**src/sqfm_pkg.sv**
```systemverilog
// package for the spi / quad-spi flash master
// command codes, pulse counts and line levels; no dependencies
package sqfm_pkg;

  typedef enum logic [2:0] {
    CMD_TX_SINGLE = 3'd0,
    CMD_RX_SINGLE = 3'd1,
    CMD_TX_QUAD   = 3'd2,
    CMD_RX_QUAD   = 3'd3,
    CMD_IDLE      = 3'd4,
    CMD_END       = 3'd5
  } cmd_t;

  localparam int CNT_W           = 7;
  localparam int MAX_IDLE_CLOCKS = 64;
  localparam int BYTE_W          = 8;
  localparam int LINE_W          = 4;

  localparam logic [CNT_W-1:0] SINGLE_PULSES = CNT_W'(8);
  localparam logic [CNT_W-1:0] QUAD_PULSES   = CNT_W'(2);
  localparam logic [CNT_W-1:0] END_PULSES    = CNT_W'(1);
  localparam logic [CNT_W-1:0] IDLE_MAX      = CNT_W'(MAX_IDLE_CLOCKS);

  localparam logic [LINE_W-1:0] LINE_ONE  = 4'hf;
  localparam logic [LINE_W-1:0] LINE_ZERO = 4'he;

endpackage

```
**src/spi_qspi_flash_master.sv**
```systemverilog
// spi / quad-spi flash master, mode 0 style clocking, one result per clock pulse
// depends on sqfm_pkg (command codes, pulse counts, line levels)
//
// usage: the input channel (in_valid / in_stall) takes one byte command per item:
// tx single, rx single, tx quad, rx quad, idle clocks or end of transaction.
// the result channel (out_valid / out_stall) gives one item per serial clock
// pulse, or one select release for an end command; out_last marks the final
// result of each command. single commands give 8 results, quad commands 2,
// idle gives min(idle_count, 64) results (none for zero), end gives 1; unused
// command codes are accepted and give nothing.
// the byte moves through one shift register one bit (single) or one nibble
// (quad) per pulse.
// the command is first registered in the sequencer and its first result then in
// the output register. in_stall stays high while a command is being expanded, so
// no new command is taken until the last result of the current one is emitted.
// when the receiver stalls, the output register holds its result and the
// sequencer waits; nothing is dropped or repeated.
// reset (rst_n low, synchronous) releases the internal select, turns the data
// drive state off, sets the line level to 4'h0 and empties the output register.
module spi_qspi_flash_master (
  input  logic                           clk,
  input  logic                           rst_n,
  input  logic                           in_valid,
  output logic                           in_stall,
  input  logic [2:0]                     in_command,
  input  logic [sqfm_pkg::BYTE_W-1:0]    in_tx_byte,
  input  logic [sqfm_pkg::CNT_W-1:0]     in_idle_count,
  input  logic [sqfm_pkg::BYTE_W-1:0]    in_line_samples,
  output logic                           out_valid,
  input  logic                           out_stall,
  output logic                           out_clock_pulse,
  output logic [sqfm_pkg::LINE_W-1:0]    out_data_out,
  output logic                           out_data_drive,
  output logic                           out_select_n,
  output logic [sqfm_pkg::BYTE_W-1:0]    out_rx_byte,
  output logic                           out_rx_valid,
  output logic                           out_last
);

  logic                          busy_r, busy_nxt;
  logic [2:0]                    cmd_r, cmd_nxt;
  logic [sqfm_pkg::CNT_W-1:0]    cnt_r, cnt_nxt;
  logic [sqfm_pkg::BYTE_W-1:0]   data_r, data_nxt;
  logic                          sel_r, sel_nxt;
  logic                          drv_r, drv_nxt;
  logic [sqfm_pkg::LINE_W-1:0]   line_r, line_nxt;

  logic                          ov_r, ov_nxt;
  logic                          o_pulse_r, o_pulse_nxt;
  logic [sqfm_pkg::LINE_W-1:0]   o_data_r, o_data_nxt;
  logic                          o_drive_r, o_drive_nxt;
  logic                          o_seln_r, o_seln_nxt;
  logic [sqfm_pkg::BYTE_W-1:0]   o_rx_r, o_rx_nxt;
  logic                          o_rxv_r, o_rxv_nxt;
  logic                          o_last_r, o_last_nxt;

  logic                          accept;
  logic                          emit;
  logic                          is_last;
  logic [sqfm_pkg::CNT_W-1:0]    load_cnt;
  logic [sqfm_pkg::BYTE_W-1:0]   data_rot;

  assign accept  = in_valid && !in_stall;
  assign emit    = busy_r && (!ov_r || !out_stall);
  assign is_last = (cnt_r == sqfm_pkg::END_PULSES);

  always_comb begin
    case (in_command)
      sqfm_pkg::CMD_TX_SINGLE, sqfm_pkg::CMD_RX_SINGLE: load_cnt = sqfm_pkg::SINGLE_PULSES;
      sqfm_pkg::CMD_TX_QUAD, sqfm_pkg::CMD_RX_QUAD:     load_cnt = sqfm_pkg::QUAD_PULSES;
      sqfm_pkg::CMD_IDLE: begin
        load_cnt = (in_idle_count > sqfm_pkg::IDLE_MAX) ? sqfm_pkg::IDLE_MAX : in_idle_count;
      end
      sqfm_pkg::CMD_END:                                load_cnt = sqfm_pkg::END_PULSES;
      default:                                          load_cnt = '0;
    endcase
  end

  // rotate one bit for single commands, one nibble for quad
  always_comb begin
    if (cmd_r == sqfm_pkg::CMD_TX_QUAD || cmd_r == sqfm_pkg::CMD_RX_QUAD) begin
      data_rot = {data_r[3:0], data_r[7:4]};
    end else begin
      data_rot = {data_r[6:0], data_r[7]};
    end
  end

  always_comb begin
    busy_nxt    = busy_r;
    cmd_nxt     = cmd_r;
    cnt_nxt     = cnt_r;
    data_nxt    = data_r;
    sel_nxt     = sel_r;
    drv_nxt     = drv_r;
    line_nxt    = line_r;
    ov_nxt      = ov_r;
    o_pulse_nxt = o_pulse_r;
    o_data_nxt  = o_data_r;
    o_drive_nxt = o_drive_r;
    o_seln_nxt  = o_seln_r;
    o_rx_nxt    = o_rx_r;
    o_rxv_nxt   = o_rxv_r;
    o_last_nxt  = o_last_r;

    if (ov_r && !out_stall) begin
      ov_nxt = 1'b0;
    end

    if (accept) begin
      cmd_nxt  = in_command;
      cnt_nxt  = load_cnt;
      busy_nxt = (load_cnt != '0);
      case (in_command)
        sqfm_pkg::CMD_TX_SINGLE, sqfm_pkg::CMD_TX_QUAD: begin
          data_nxt = in_tx_byte;
          sel_nxt  = 1'b1;
          drv_nxt  = 1'b1;
        end
        sqfm_pkg::CMD_RX_SINGLE, sqfm_pkg::CMD_RX_QUAD: begin
          data_nxt = in_line_samples;
          sel_nxt  = 1'b1;
          drv_nxt  = 1'b0;
        end
        sqfm_pkg::CMD_END: begin
          sel_nxt = 1'b0;
        end
        default: begin
        end
      endcase
    end

    if (emit) begin
      ov_nxt      = 1'b1;
      o_pulse_nxt = (cmd_r != sqfm_pkg::CMD_END);
      o_drive_nxt = drv_r;
      o_seln_nxt  = !sel_r;
      o_last_nxt  = is_last;
      o_rx_nxt    = '0;
      o_rxv_nxt   = 1'b0;
      o_data_nxt  = line_r;
      data_nxt    = data_rot;
      cnt_nxt     = cnt_r - sqfm_pkg::END_PULSES;
      busy_nxt    = !is_last;
      case (cmd_r)
        sqfm_pkg::CMD_TX_SINGLE: begin
          line_nxt   = data_r[7] ? sqfm_pkg::LINE_ONE : sqfm_pkg::LINE_ZERO;
          o_data_nxt = line_nxt;
        end
        sqfm_pkg::CMD_TX_QUAD: begin
          line_nxt   = data_r[7:4];
          o_data_nxt = line_nxt;
        end
        sqfm_pkg::CMD_RX_SINGLE, sqfm_pkg::CMD_RX_QUAD: begin
          if (is_last) begin
            o_rx_nxt  = data_rot;
            o_rxv_nxt = 1'b1;
          end
        end
        default: begin
        end
      endcase
    end
  end

  always_ff @(posedge clk) begin
    if (!rst_n) begin
      busy_r <= 1'b0;
      cmd_r  <= '0;
      cnt_r  <= '0;
      sel_r  <= 1'b0;
      drv_r  <= 1'b0;
      line_r <= '0;
      ov_r   <= 1'b0;
    end else begin
      busy_r <= busy_nxt;
      cmd_r  <= cmd_nxt;
      cnt_r  <= cnt_nxt;
      sel_r  <= sel_nxt;
      drv_r  <= drv_nxt;
      line_r <= line_nxt;
      ov_r   <= ov_nxt;
    end
  end

  always_ff @(posedge clk) begin
    data_r    <= data_nxt;
    o_pulse_r <= o_pulse_nxt;
    o_data_r  <= o_data_nxt;
    o_drive_r <= o_drive_nxt;
    o_seln_r  <= o_seln_nxt;
    o_rx_r    <= o_rx_nxt;
    o_rxv_r   <= o_rxv_nxt;
    o_last_r  <= o_last_nxt;
  end

  assign in_stall        = busy_r;
  assign out_valid       = ov_r;
  assign out_clock_pulse = o_pulse_r;
  assign out_data_out    = o_data_r;
  assign out_data_drive  = o_drive_r;
  assign out_select_n    = o_seln_r;
  assign out_rx_byte     = o_rx_r;
  assign out_rx_valid    = o_rxv_r;
  assign out_last        = o_last_r;

`ifndef NO_ASSERTIONS
  a_busy_has_count: assert property (@(posedge clk) disable iff (!rst_n)
    busy_r |-> (cnt_r != '0))
    else $error("busy with no pulses left");

  a_last_ends_busy: assert property (@(posedge clk) disable iff (!rst_n)
    (emit && is_last) |=> (!busy_r && ov_r && o_last_r))
    else $error("final pulse did not close the command");

  a_rx_on_last: assert property (@(posedge clk) disable iff (!rst_n)
    ov_r |-> (!o_rxv_r || o_last_r))
    else $error("received byte reported before the final pulse");

  a_release_deselects: assert property (@(posedge clk) disable iff (!rst_n)
    (ov_r && !o_pulse_r) |-> (o_seln_r && o_last_r))
    else $error("select release without select high");
`endif

endmodule
```
**config.mk**
```make
export PLATFORM = sky130hd
export DESIGN_NAME = spi_qspi_flash_master
export DESIGN_NICKNAME = d
export VERILOG_FILES = /design/src/sqfm_pkg.sv /design/src/spi_qspi_flash_master.sv
export SDC_FILE = /design/constraint.sdc
export NUM_CORES = 1
export LEC_CHECK = 0
export ABC_AREA = 0
export BUFFER_PORTS_ARGS = -buffer_cell sky130_fd_sc_hd__buf_2
export CORE_ASPECT_RATIO = 0.8
export CORE_MARGIN = 2
export CORE_UTILIZATION = 40
export CTS_CLUSTER_DIAMETER = 150
export DETAILED_ROUTE_END_ITERATION = 10
export SYNTH_ARGS = -nofsm -noshare
export SYNTH_HDL_FRONTEND = slang
export SYNTH_SLANG_ARGS = --single-unit
```
**constraint.sdc**
```tcl
create_clock -name clk -period 1.89 [get_ports clk]
set_input_delay 0.2835 -clock clk [delete_from_list [all_inputs] [get_ports clk]]
set_output_delay 0.2835 -clock clk [all_outputs]
set_load 0.005 [all_outputs]
```
==> results.cfg <==
[run_status]
outcome = completed

[setup_path]
cp-start-kind = flip-flop
cp_top_family = flip-flops
cp_num_buf_inv = 2
crit_arrival_ps = 1600
cp_max_fo = 16
crit_path_end_kind = flip-flop
cp_common_cell = buf_4
crit_required_ps = 1890
crit_chain = a21bo_4 -> buf_4 -> o21ai_0 -> buf_4
critPathSlowestCell = dfxtp_1
max_stage_delay_ps = 470
crit_type = flip-flop to flip-flop

[drt]
ant_nets = 0
vias_per_cell = 5.27
firstDrtPassIters = 4
dr.first_iter.drc_count = 64
wl_mm = 4.37
drc = 0
vias = 1592
routedWlPerCell_um = 14.5

[global_routing]
grt_pass1_wl_mm = 7.15
grt_max_degree = 23
groute.usage.overall = 0.159
antenna_found_initial = 0
grt-ovfl-total = 0
grt_pass1_vias = 1515

[finish]
drive_gt1_frac = 0.292
fin_util = 0.499
antennaDiodeCount = 0
fill_cells = 479
syn2layout_area_growth_pct = 21.0
fin_cells = 302
nets = 271

[timing]
max_freq_ghz = 0.624
skew_ps = 6.46
hold_violations = 0
finalCritPeriodShare = 0.848
slew-limit-headroom = 0.631
finalSetupViolCount = 0
rsz0062_at_grt = no
drv_slew = 0
period_needed_ps = 1600
fin_tns_setup_ps = 0
tightest_slew_ps = 553

[run]
cap_violations = 0

[placement]
gp_congestion = 0.800
portBuffers = 48
hpwl_mm = 3.23
place_inst = 294

[synth]
ys_seq_elements = 43
synth_flop_cell = edfxtp_1
syn_area_mm2 = 0.00207
async_flop_share = 0
synth.lib_cells_used.distinct = 43
synth_edf_count = 25
avgSynthCellArea_um2 = 11.2
syn_nets = 216
syn_inst = 184
yosysWarnings = 0
ys_seq_area_frac = 0.538

[clocking]
h-tree-depth = 2
cts-resized-gates = 0
cts.path.max_buffers = 2
cts.clk_slew.worst_paths_ps = 80
post_cts_buffers = 0
clock-sinks = 43
cts_buffers = 5
cts_tree = yes
clockRootBuffer = clkbuf_8
postCtsHoldBufs = 0
clkLatencyLatePin_ps = 290

[power]
ir_worst_vdd_mv = 0.382
leakage_nw = 1.10
power_density_mw_per_mm2 = 836

[floorplanning]
dieArea_mm2 = 0.00576
die_w_um = 84.3
ioPinCount = 49
initial_core_util = 0.413
core_mm2 = 0.00501
die-height_um = 68.3
row_count = 23

[hold_path]
hold_class = input pin to flip-flop
cells by family (layout without fill, tap and decap cells):
family / Yosys count / count (layout) / share of synthesized area
simple gates: 62 / 62 / 0.172
flops: 43 / 43 / 0.538
compound gates: 37 / 37 / 0.127
mux: 25 / 25 / 0.121
buf+inv: 15 / 71 / 0.0297
fa+ha+maj: 2 / 2 / 0.0121
per-stage QoR:
step	total power [mW]	setup slack [ps]	hold slack [ps]	cell area, um^2
2_1_floorplan	1.39	137	379	2070
4_1_cts	2.11	291	255	2500
5_1_grt	2.20	159	272	2500
6_report	2.09	286	259	2500
3_3_place_gp	1.54	320	417	2410
3_5_place_dp	1.55	306	428	2410
synth_stat cells, types with 2 or more instances:
library cell / count / area [um^2]
or2_2: 3 / 18.8
or4b_2: 3 / 30.0
inv_1: 8 / 30.0
or4_1: 2 / 15.0
nand3_1: 6 / 30.0
a211oi_1: 2 / 15.0
o311ai_0: 3 / 26.3
o21a_1: 3 / 22.5
ha_1: 2 / 25.0
a31oi_1: 6 / 37.5
a21oi_1: 9 / 45.0
o21ai_0: 3 / 15.0
or3_1: 3 / 18.8
edfxtp_1: 25 / 751
nand2_1: 11 / 41.3
and2_1: 3 / 18.8
nor2b_1: 2 / 12.5
clkbuf_1: 2 / 7.51
buf_2: 3 / 15.0
nor4_1: 2 / 12.5
dfxtp_1: 18 / 360
and3_1: 2 / 12.5
nor2_1: 14 / 52.6
nand2b_1: 3 / 18.8
o211ai_1: 4 / 30.0
mux2i_1: 25 / 250
cell usage in the layout, fill, tap and decap left out, types with 3 or more instances in the layout:
cell type  count
or2_2          3
nand2_1       11
o211ai_1       4
a21oi_1        9
o21a_1         3
buf_4          5
mux2i_1       25
or4b_2         3
clkbuf_8       5
edfxtp_1      25
or3_1          3
dfxtp_1       18
nor2_1        14
inv_1          8
nand3_1        6
a31oi_1        6
o311ai_0       3
buf_2         48
nand2b_1       3
and2_1         3
o21ai_0        3
final cells by class:
type | count | area (um^2) | share of cell area
flip-flops and latches | 43 | 1110 | 0.445
clock buffers | 6 | 72.6 | 0.0290
repair buffers | 54 | 298 | 0.119
well taps | 62 | 77.6 | 0.0310
clock inverters | 2 | 12.5 | 0.00501
multi-input cells | 126 | 893 | 0.358
inverters | 9 | 33.8 | 0.0135
sequential cells by signal, indices dropped and copies added (netlist names), 3 cells and up:
name          flops
cmd_r             3
cnt_r             7
data_r            8
line_r            4
out_data_out      4
out_rx_byte       8
final timing paths:
path	slack [ps]	from	cells past startpoint	endpoint
worst max register to register	290	in_stall$_SDFFE_PN0P_	4	data_r[2]$_DFFE_PP_
worst min register to register	440	drv_r$_SDFFE_PN0P_	0	out_data_drive$_DFFE_PP_
worst min-delay path	260	out_stall	3	out_valid$_SDFFE_PN0P_
worst max-delay path	290	in_stall$_SDFFE_PN0P_	4	data_r[2]$_DFFE_PP_
report_power, final:
| group | internal (mW) | switching, mW |
|---|---|---|
| logic | 0.183 | 0.203 |
| registers | 1.09 | 0.0524 |
| clock network | 0.258 | 0.305 |
| total | 1.53 | 0.560 |
tightest hold or removal path, stage by stage:
cell     delay, ps
buf_2          100
a21oi_1         60
nor2_1          70
routing by layer:
metal,GRT usage,part of all wire,vias to the layer above
met5,0,0,-
met4,0.0714,0.011,0
met3,0.0386,0.052,5
met2,0.245,0.45,37
met1,0.216,0.49,749
li1,-,-,801
No activity file was read; power rests on OpenSTA's default activity.
